### src/sv/btl_pkg.sv
`timescale 1ns / 1ps
// ----------------------------------------------------------------------------
// BER TLV tag locator package
// Shared codes, constants and the result word type.
// ----------------------------------------------------------------------------
package btl_pkg;

  localparam int unsigned ByteW   = 8;
  localparam int unsigned PosW    = 16;
  localparam int unsigned StatusW = 2;
  localparam int unsigned PhaseW  = 3;
  localparam int unsigned OutW    = 40;   // 2 + 16 + 16, padded to whole bytes

  localparam logic [ByteW-1:0] TargetTagReset = 8'h82;
  localparam logic [ByteW-1:0] LongFormBit    = 8'h80;
  localparam logic [ByteW-1:0] LenCountMask   = 8'h7F;
  localparam logic [ByteW-1:0] TagAppl0       = 8'h60;
  localparam logic [ByteW-1:0] TagCtx2        = 8'hA2;
  localparam logic [6:0]       MaxLenBytes    = 7'd2;

  // parser phases
  localparam logic [PhaseW-1:0] PhTag   = 3'd0;
  localparam logic [PhaseW-1:0] PhLen   = 3'd1;
  localparam logic [PhaseW-1:0] PhLenx  = 3'd2;
  localparam logic [PhaseW-1:0] PhSkip  = 3'd3;
  localparam logic [PhaseW-1:0] PhValue = 3'd4;
  localparam logic [PhaseW-1:0] PhDone  = 3'd5;

  // result status codes
  localparam logic [StatusW-1:0] StFound   = 2'd0;
  localparam logic [StatusW-1:0] StAbsent  = 2'd1;
  localparam logic [StatusW-1:0] StLongLen = 2'd2;
  localparam logic [StatusW-1:0] StTrunc   = 2'd3;

  typedef struct packed {
    logic [PosW-1:0]    value_length;
    logic [PosW-1:0]    value_offset;
    logic [StatusW-1:0] status;
  } btl_result_t;

endpackage

### src/sv/ber_tlv_tag_locator_top.sv
`timescale 1ns / 1ps
// ----------------------------------------------------------------------------
// BER TLV tag locator
// Scans one BER encoded APDU per frame and reports the first target tag.
// ----------------------------------------------------------------------------
// Channel   Dir  Handshake              Contents
// s_axis    in   s_axis_tvalid/tready   tdata: data_byte; tlast: last
// m_axis    out  m_axis_tvalid/tready   tdata: status, value_offset, value_length
// cfg       in   cfg_valid_i/ready_o    cfg_data_i: target_tag
//
// One byte word per cycle while no tlast byte waits behind a stalled result word;
// each byte is held in the input register and the parser updates its state in one pass.
// A result word is registered in the output register when the parser consumes the tlast byte.
// A stalled result word stops the parser only when a tlast byte is waiting
// behind it.
// Reset returns the frame state to the start and target_tag to 0x82.
// ----------------------------------------------------------------------------
module ber_tlv_tag_locator_top (
  input  logic        clk_i,
  input  logic        rst_ni,
  input  logic        s_axis_tvalid,
  output logic        s_axis_tready,
  input  logic [7:0]  s_axis_tdata,    // [7:0] data_byte
  input  logic        s_axis_tlast,
  output logic        m_axis_tvalid,
  input  logic        m_axis_tready,
  output logic [39:0] m_axis_tdata,    // [1:0] status, [17:2] value_offset,
                                       // [33:18] value_length, [39:34] zero
  input  logic        cfg_valid_i,
  output logic        cfg_ready_o,
  input  logic [7:0]  cfg_data_i
);

  logic [btl_pkg::ByteW-1:0] target_tag_q;
  logic                      in_valid;
  logic [btl_pkg::ByteW-1:0] in_byte;
  logic                      in_last;
  logic                      out_free;
  logic                      consume;
  btl_pkg::btl_result_t      result;
  btl_pkg::btl_result_t      out_result;

  assign cfg_ready_o = 1'b1;

  always_ff @(posedge clk_i or negedge rst_ni) begin
    if (!rst_ni) begin
      target_tag_q <= btl_pkg::TargetTagReset;
    end else if (cfg_valid_i) begin
      target_tag_q <= cfg_data_i;
    end
  end

  // advance a byte only when its result, if any, has room
  assign consume = in_valid && (!in_last || out_free);

  btl_in_reg u_in_reg (
    .clk_i      (clk_i),
    .rst_ni     (rst_ni),
    .in_valid_i (s_axis_tvalid),
    .in_ready_o (s_axis_tready),
    .in_byte_i  (s_axis_tdata),
    .in_last_i  (s_axis_tlast),
    .consume_i  (consume),
    .valid_o    (in_valid),
    .byte_o     (in_byte),
    .last_o     (in_last)
  );

  btl_parser u_parser (
    .clk_i        (clk_i),
    .rst_ni       (rst_ni),
    .en_i         (consume),
    .byte_i       (in_byte),
    .last_i       (in_last),
    .target_tag_i (target_tag_q),
    .result_o     (result)
  );

  btl_out_reg u_out_reg (
    .clk_i    (clk_i),
    .rst_ni   (rst_ni),
    .load_i   (consume && in_last),
    .result_i (result),
    .free_o   (out_free),
    .valid_o  (m_axis_tvalid),
    .ready_i  (m_axis_tready),
    .result_o (out_result)
  );

  assign m_axis_tdata = {6'd0, out_result};

endmodule

### src/sv/btl_in_reg.sv
`timescale 1ns / 1ps
// ----------------------------------------------------------------------------
// BER TLV input register
// Holds one incoming byte word until the parser consumes it.
// ----------------------------------------------------------------------------
module btl_in_reg (
  input  logic                     clk_i,
  input  logic                     rst_ni,
  input  logic                     in_valid_i,
  output logic                     in_ready_o,
  input  logic [btl_pkg::ByteW-1:0] in_byte_i,
  input  logic                     in_last_i,
  input  logic                     consume_i,
  output logic                     valid_o,
  output logic [btl_pkg::ByteW-1:0] byte_o,
  output logic                     last_o
);

  logic                      valid_q, valid_d;
  logic [btl_pkg::ByteW-1:0] byte_q;
  logic                      last_q;
  logic                      load;

  assign in_ready_o = !valid_q || consume_i;
  assign load       = in_valid_i && in_ready_o;

  always_comb begin
    valid_d = valid_q;
    if (load) begin
      valid_d = 1'b1;
    end else if (consume_i) begin
      valid_d = 1'b0;
    end
  end

  always_ff @(posedge clk_i or negedge rst_ni) begin
    if (!rst_ni) begin
      valid_q <= 1'b0;
    end else begin
      valid_q <= valid_d;
    end
  end

  always_ff @(posedge clk_i) begin
    if (load) begin
      byte_q <= in_byte_i;
      last_q <= in_last_i;
    end
  end

  assign valid_o = valid_q;
  assign byte_o  = byte_q;
  assign last_o  = last_q;

endmodule

### src/sv/btl_parser.sv
`timescale 1ns / 1ps
// ----------------------------------------------------------------------------
// BER TLV parser
// Per-byte tag/length/value state update and end-of-frame result.
// ----------------------------------------------------------------------------
module btl_parser (
  input  logic                       clk_i,
  input  logic                       rst_ni,
  input  logic                       en_i,
  input  logic [btl_pkg::ByteW-1:0]  byte_i,
  input  logic                       last_i,
  input  logic [btl_pkg::ByteW-1:0]  target_tag_i,
  output btl_pkg::btl_result_t       result_o
);

  logic [btl_pkg::PhaseW-1:0]  phase_q, phase_d;
  logic [btl_pkg::PosW-1:0]    pos_q, pos_d;
  logic [btl_pkg::PosW-1:0]    acc_q, acc_d;
  logic [1:0]                  left_q, left_d;
  logic [btl_pkg::PosW-1:0]    skip_q, skip_d;
  logic                        matched_q, matched_d;
  logic                        constr_q, constr_d;
  logic [btl_pkg::PosW-1:0]    foff_q, foff_d;
  logic [btl_pkg::PosW-1:0]    flen_q, flen_d;
  logic [btl_pkg::StatusW-1:0] fstat_q, fstat_d;

  logic                        lk_fire;
  logic [btl_pkg::PosW-1:0]    lk_len;
  logic [btl_pkg::PosW-1:0]    acc_new;
  logic [6:0]                  len_cnt;
  logic [btl_pkg::StatusW-1:0] st;

  always_comb begin
    phase_d   = phase_q;
    pos_d     = pos_q + 16'd1;
    acc_d     = acc_q;
    left_d    = left_q;
    skip_d    = skip_q;
    matched_d = matched_q;
    constr_d  = constr_q;
    foff_d    = foff_q;
    flen_d    = flen_q;
    fstat_d   = fstat_q;
    lk_fire   = 1'b0;
    lk_len    = '0;
    acc_new   = {acc_q[7:0], byte_i};
    len_cnt   = byte_i[6:0] & btl_pkg::LenCountMask[6:0];

    case (phase_q)
      btl_pkg::PhTag: begin
        matched_d = (byte_i == target_tag_i);
        constr_d  = (byte_i == btl_pkg::TagAppl0) || (byte_i == btl_pkg::TagCtx2);
        phase_d   = btl_pkg::PhLen;
      end
      btl_pkg::PhLen: begin
        if ((byte_i & btl_pkg::LongFormBit) != '0) begin
          if (len_cnt > btl_pkg::MaxLenBytes) begin
            fstat_d = btl_pkg::StLongLen;
            phase_d = btl_pkg::PhDone;
          end else if (len_cnt == 7'd0) begin
            lk_fire = 1'b1;
          end else begin
            acc_d   = '0;
            left_d  = len_cnt[1:0];
            phase_d = btl_pkg::PhLenx;
          end
        end else begin
          lk_fire = 1'b1;
          lk_len  = {8'd0, byte_i};
        end
      end
      btl_pkg::PhLenx: begin
        acc_d  = acc_new;
        left_d = left_q - 2'd1;
        if (left_d == 2'd0) begin
          lk_fire = 1'b1;
          lk_len  = acc_new;
        end
      end
      btl_pkg::PhSkip: begin
        skip_d = skip_q - 16'd1;
        if (skip_d == '0) begin
          phase_d = btl_pkg::PhTag;
        end
      end
      btl_pkg::PhValue: begin
        skip_d = skip_q - 16'd1;
        if (skip_d == '0) begin
          fstat_d = btl_pkg::StFound;
          phase_d = btl_pkg::PhDone;
        end
      end
      default: begin
      end
    endcase

    // length now known: record a match, enter a constructed or empty tag, or skip
    if (lk_fire) begin
      if (matched_q) begin
        foff_d = pos_d;
        flen_d = lk_len;
        if (lk_len == '0) begin
          fstat_d = btl_pkg::StFound;
          phase_d = btl_pkg::PhDone;
        end else begin
          skip_d  = lk_len;
          phase_d = btl_pkg::PhValue;
        end
      end else if (constr_q || lk_len == '0) begin
        phase_d = btl_pkg::PhTag;
      end else begin
        skip_d  = lk_len;
        phase_d = btl_pkg::PhSkip;
      end
    end

    if (phase_d == btl_pkg::PhDone) begin
      st = fstat_d;
    end else if (phase_d == btl_pkg::PhTag || phase_d == btl_pkg::PhSkip) begin
      st = btl_pkg::StAbsent;
    end else begin
      st = btl_pkg::StTrunc;
    end

    result_o.status       = st;
    result_o.value_offset = (st == btl_pkg::StFound) ? foff_d : '0;
    result_o.value_length = (st == btl_pkg::StFound) ? flen_d : '0;
  end

  always_ff @(posedge clk_i or negedge rst_ni) begin
    if (!rst_ni) begin
      phase_q   <= btl_pkg::PhTag;
      pos_q     <= '0;
      acc_q     <= '0;
      left_q    <= '0;
      skip_q    <= '0;
      matched_q <= 1'b0;
      constr_q  <= 1'b0;
      foff_q    <= '0;
      flen_q    <= '0;
      fstat_q   <= btl_pkg::StAbsent;
    end else if (en_i) begin
      if (last_i) begin
        // end of frame: back to the start state for the next APDU
        phase_q   <= btl_pkg::PhTag;
        pos_q     <= '0;
        acc_q     <= '0;
        left_q    <= '0;
        skip_q    <= '0;
        matched_q <= 1'b0;
        constr_q  <= 1'b0;
        foff_q    <= '0;
        flen_q    <= '0;
        fstat_q   <= btl_pkg::StAbsent;
      end else begin
        phase_q   <= phase_d;
        pos_q     <= pos_d;
        acc_q     <= acc_d;
        left_q    <= left_d;
        skip_q    <= skip_d;
        matched_q <= matched_d;
        constr_q  <= constr_d;
        foff_q    <= foff_d;
        flen_q    <= flen_d;
        fstat_q   <= fstat_d;
      end
    end
  end

endmodule

### src/sv/btl_out_reg.sv
`timescale 1ns / 1ps
// ----------------------------------------------------------------------------
// BER TLV result register
// Holds one result word until the downstream side takes it.
// ----------------------------------------------------------------------------
module btl_out_reg (
  input  logic                 clk_i,
  input  logic                 rst_ni,
  input  logic                 load_i,
  input  btl_pkg::btl_result_t result_i,
  output logic                 free_o,
  output logic                 valid_o,
  input  logic                 ready_i,
  output btl_pkg::btl_result_t result_o
);

  logic                 valid_q, valid_d;
  btl_pkg::btl_result_t result_q;

  assign free_o = !valid_q || ready_i;

  always_comb begin
    valid_d = valid_q;
    if (load_i) begin
      valid_d = 1'b1;
    end else if (ready_i) begin
      valid_d = 1'b0;
    end
  end

  always_ff @(posedge clk_i or negedge rst_ni) begin
    if (!rst_ni) begin
      valid_q <= 1'b0;
    end else begin
      valid_q <= valid_d;
    end
  end

  always_ff @(posedge clk_i) begin
    if (load_i) begin
      result_q <= result_i;
    end
  end

  assign valid_o  = valid_q;
  assign result_o = result_q;

endmodule

### config.mk
export PLATFORM = sky130hd
export DESIGN_NAME = ber_tlv_tag_locator_top
export DESIGN_NICKNAME = d
export VERILOG_FILES = /design/src/sv/btl_pkg.sv /design/src/sv/ber_tlv_tag_locator_top.sv /design/src/sv/btl_in_reg.sv /design/src/sv/btl_parser.sv /design/src/sv/btl_out_reg.sv
export SDC_FILE = /design/constraint.sdc
export NUM_CORES = 1
export LEC_CHECK = 0
export BUFFER_PORTS_ARGS = -buffer_cell sky130_fd_sc_hd__buf_2
export CORE_ASPECT_RATIO = 0.7
export CORE_MARGIN = 2
export CORE_UTILIZATION = 60
export CTS_CLUSTER_SIZE = 40
export DETAILED_ROUTE_END_ITERATION = 8
export HOLD_SLACK_MARGIN = 0.15
export PLACE_DENSITY = 0.91
export RECOVER_POWER = 50
export SLEW_MARGIN = 20
export SYNTH_ARGS = -nofsm -noshare
export SYNTH_HDL_FRONTEND = slang
export SYNTH_HIERARCHICAL = 1
export SYNTH_SLANG_ARGS = --single-unit
### constraint.sdc
create_clock -name clk_i -period 3.9 [get_ports clk_i]
set_input_delay 0.195 -clock clk_i [delete_from_list [all_inputs] [get_ports clk_i]]
set_output_delay 0.195 -clock clk_i [all_outputs]
set_load 0.05 [all_outputs]
==> impl_results.md <==
* Status: complete, but fails checks
* Failing checks: capacitance limit, slew limit
* XOR/XNOR Fraction of Synth Area at 3.051%
* Share of layout cells above drive strength 1 at 12.11%
* Max Cap Viol at 1
* Peak VDD IR at 0.3604 mV
* TNS Setup at 0 ns
* Final setup violation count at 0
* Via count at 6207
* Synth-to-Final Area Change at 14.51%
* Total grt overflow at 0
* Hold Fails Final Rpt at 0
* Met1 Wirelength at 7735 um
* Pre-antenna DRT Iters at 7
* P per Cell Area at 615.9 mW/mm2
* CTS Root Cell: clkbuf_16
* Synth top area cells: dfrtp_1 31%, edfxtp_1 18%, o2bb2ai_1 6.3%
* Post-synth top area share at 30.69%
* Syn avg cell area at 10.18 um2
* Most common cell on crit path: a21oi_2
* WP data arrival at 3.81 ns
* DRC viols at 0
* Clk_skew at 0.007020 ns
* Worst Setup End Kind: flip-flop
* Simple logic cell fraction of the synthesized area at 16.11%
* CP cell instances: or3b_2 > a21oi_1 > a21oi_2 > o32ai_1 > a21oi_2 > nand2_1 > buf_4 > nor3_1
* Antenna violations before repair at 0
* Compound-Gate Fraction of Synth Area at between 20% and 30%
* DR iter-0 viols at 978
* Worst min-delay path class: in -> reg
* Pins over their slew limit at 32
* Met2 wire length at 8635 um
* Post-synthesis cell count at 705
* Fin util at 70.32%
* Top sig layer: met4
* CTS Buf Count at 17
* DR WL/cell at between 20 and 25 um
* CP Max Fanout at 22
* Worst setup path class: reg -> reg
* Rel. slew slack at -11.89%
* Largest net degree at the start of global routing at 76
* Part of the cycle the worst path needs at between 90% and 100%
* Antenna Cells at 0
* Yosys reg bits at about 130
* # clock sinks at 134
* FP Rows at 33
* Die area at around 0.013 mm2
* Reg2Reg Depth at 8
* Worst Setup Start Kind: flip-flop
* Main synth FF type: dfrtp_1
* Post-CTS Setup Bufs at 0
* Minimum clock period at 3.668 ns
* Placed instance count at 872
* Clock Latency Late Sink at approximately 0.4 ns
* Dpl hpwl at 11630 um
* H-tree depth at 4
* Final Non-Filler Cells at 925
* RSZ-0062 raised after global routing: false
* Via-to-Cell Ratio at 6.710
* Die height at 95.50 um
* Crit-path max cell delay at 0.65 ns
* WP buf/inv at 1
* Antenna-violating nets left at 0
* Mux contribution to synthesized area at 4.220%
* Unique masters post-synth at 74
* Hold Path Stages at 2
* Number of synthesized flops with an enable pin at 43
* Filler cell count at about 800
* Multi-input logic area at ~0.0032 mm2
* Vias in the first global route at 5738
* Wire length on met3 at 1982 um
* Synth area leader: dfrtp_1
* Initial core utilization at 61.41%
* WP depth at 8
* Cell family with most CP delay: compound AO/OA/AOI/OAI gates
* Required time of the critical path at 4.04 ns
* Max Root-Sink Buffers at 2
* Tot Pwr at 5061 uW
* Finished Cell Area at 0.008217 mm2
* IO Count at 65
* Gpl congestion at 0.9584
* Die Wd at 134.7 um
* Yosys warns at 6
* Synth Cell Area at just over 0.007 mm2
* CTS tree: built
* Synth async-reset ratio at 67.91%
* Nets@finish at 781
* Top-count cell post-synth: dfrtp_1
* Largest family of logic cells by synthesized area: compound AO/OA/AOI/OAI gates
* Port bufs at 57
* Gr usage total at 29.99%
* Adder-Cell Fraction of Synth Area at 0.6975%
* Post-DP Area at between 0.007 and 0.008 mm2
* Final wirelength at between 15000 and 20000 um
* Max Fclk at 0.2726 GHz
* LEAKAGE at 0.003103 uW
* Clk slew on worst S/H paths at ~0.06 ns
* Sequential area share after synthesis at about half
* First-pass GRT wire length at roughly 29000 um
* Crit-path slowest cell: nand2_1
* Core Area at 0.01169 mm2
* Flip-flop and latch area at between 0.003 and 0.004 mm2
* Slew @ Worst Pin at 1.678 ns
* Top cells by count, synth: 88 x dfrtp_1, 52 x o2bb2ai_1, 50 x clkbuf_1, 50 x nand2_1, 50 x nor2_1
-- state kept, by name (all words and copies together), names as in the netlist --
register	flops
u_parser/flen_q	16
u_parser/acc_q	8
u_in_reg/last_o	1
u_parser/constr_q	1
u_parser/pos_q	16
u_parser/skip_q	16
u_parser/phase_q	3
u_parser/fstat_q	2
u_parser/foff_q	16
target_tag_q	8
u_parser/matched_q	1
u_in_reg/valid_o	1
u_out_reg/result_o	34
u_parser/left_q	2
u_out_reg/valid_o	1
u_in_reg/byte_o	8
-- per-stage QoR --
step                      setup WS [ns]  hold slack, ns
after floorplan                   1.222         -0.1006
after global placement           0.7079          0.3715
after detailed placement         0.4363          0.3731
after CTS                        0.3218          0.2044
after global routing            0.06192          0.1925
final                            0.2322          0.1876
-- repair_timing --
action                                 in CTS  in global routing
endpoints found under the hold margin      90                  0
hold buffers                               20                  0
gates resized for setup                     0                  1
setup endpoints to repair                   0                  2
-- placed cells by master (no fill, tap or decap), types with 4 or more instances in the layout --
master         count
dfrtp_1           88
xor2_1            11
clkbuf_1          38
mux2_1             6
mux2i_1           16
o21ai_0           41
nor3b_1            5
clkbuf_16         17
a21oi_1           32
o2bb2ai_1         52
buf_2             21
xnor2_1           14
nand2_1           50
nand3_1           10
nor3_1            48
conb_1             7
dlygate4sd3_1     20
nor2_1            50
o211ai_1           4
nor4_1             9
inv_1             12
a22oi_1           48
clkinv_4           4
nor2b_1            5
and3_1             7
ha_1               4
or2_2              4
edfxtp_1          43
and2_1             4
buf_4             12
nand2b_1           5
a31oi_1            5
-- worst paths after layout --
kind	from	endpoint	slack [ns]
setup / recovery	u_parser/phase_q[0]	u_out_reg/result_o[33]	0.23
min in group asynchronous	rst_ni	target_tag_q[0]	0.75
setup reg to reg	u_parser/phase_q[0]	u_out_reg/result_o[33]	0.23
hold reg to reg	u_parser/foff_q[2]	u_parser/foff_q[2]	0.48
max in group asynchronous	rst_ni	u_parser/foff_q[0]	1.19
hold / removal	cfg_valid_i	target_tag_q[0]	0.19
-- routing by layer --
| metal | global-route usage (%) | up-vias |
|---|---|---|
| li1 | - | 2734 |
| met1 | 41.24 | 2944 |
| met2 | 47.04 | 456 |
| met3 | 6.964 | 73 |
| met4 | 10.88 | 0 |
| met5 | 0 | - |
-- area by class of cell --
| cell class | instances | share of cell area [%] |
|---|---|---|
| Clock buffer | 18 | 5.345 |
| Tap cell | 157 | 2.391 |
| Multi-Input combinational cell | 498 | 39.50 |
| Sequential cell | 134 | 43.48 |
| Clock inverter | 14 | 2.132 |
| Timing Repair Buffer | 92 | 6.609 |
| Inverter | 12 | 0.5482 |
-- logic make-up after synthesis --
kind of cell / count (synthesis)
AO/OA/AOI/OAI: 214
other: 2
multiplexers: 26
adder cells (fa/ha/maj): 4
flip-flops: 134
buffers and inverters: 78
XOR/XNOR: 25
AND/OR/NAND/NOR: 222
-- power breakdown --
part           total [uW]  internal (uW)  switching, uW
clock network        1650           1030            622
registers            1830           1620            216
logic                1580            511           1070
(Power assumes the default switching activity.)
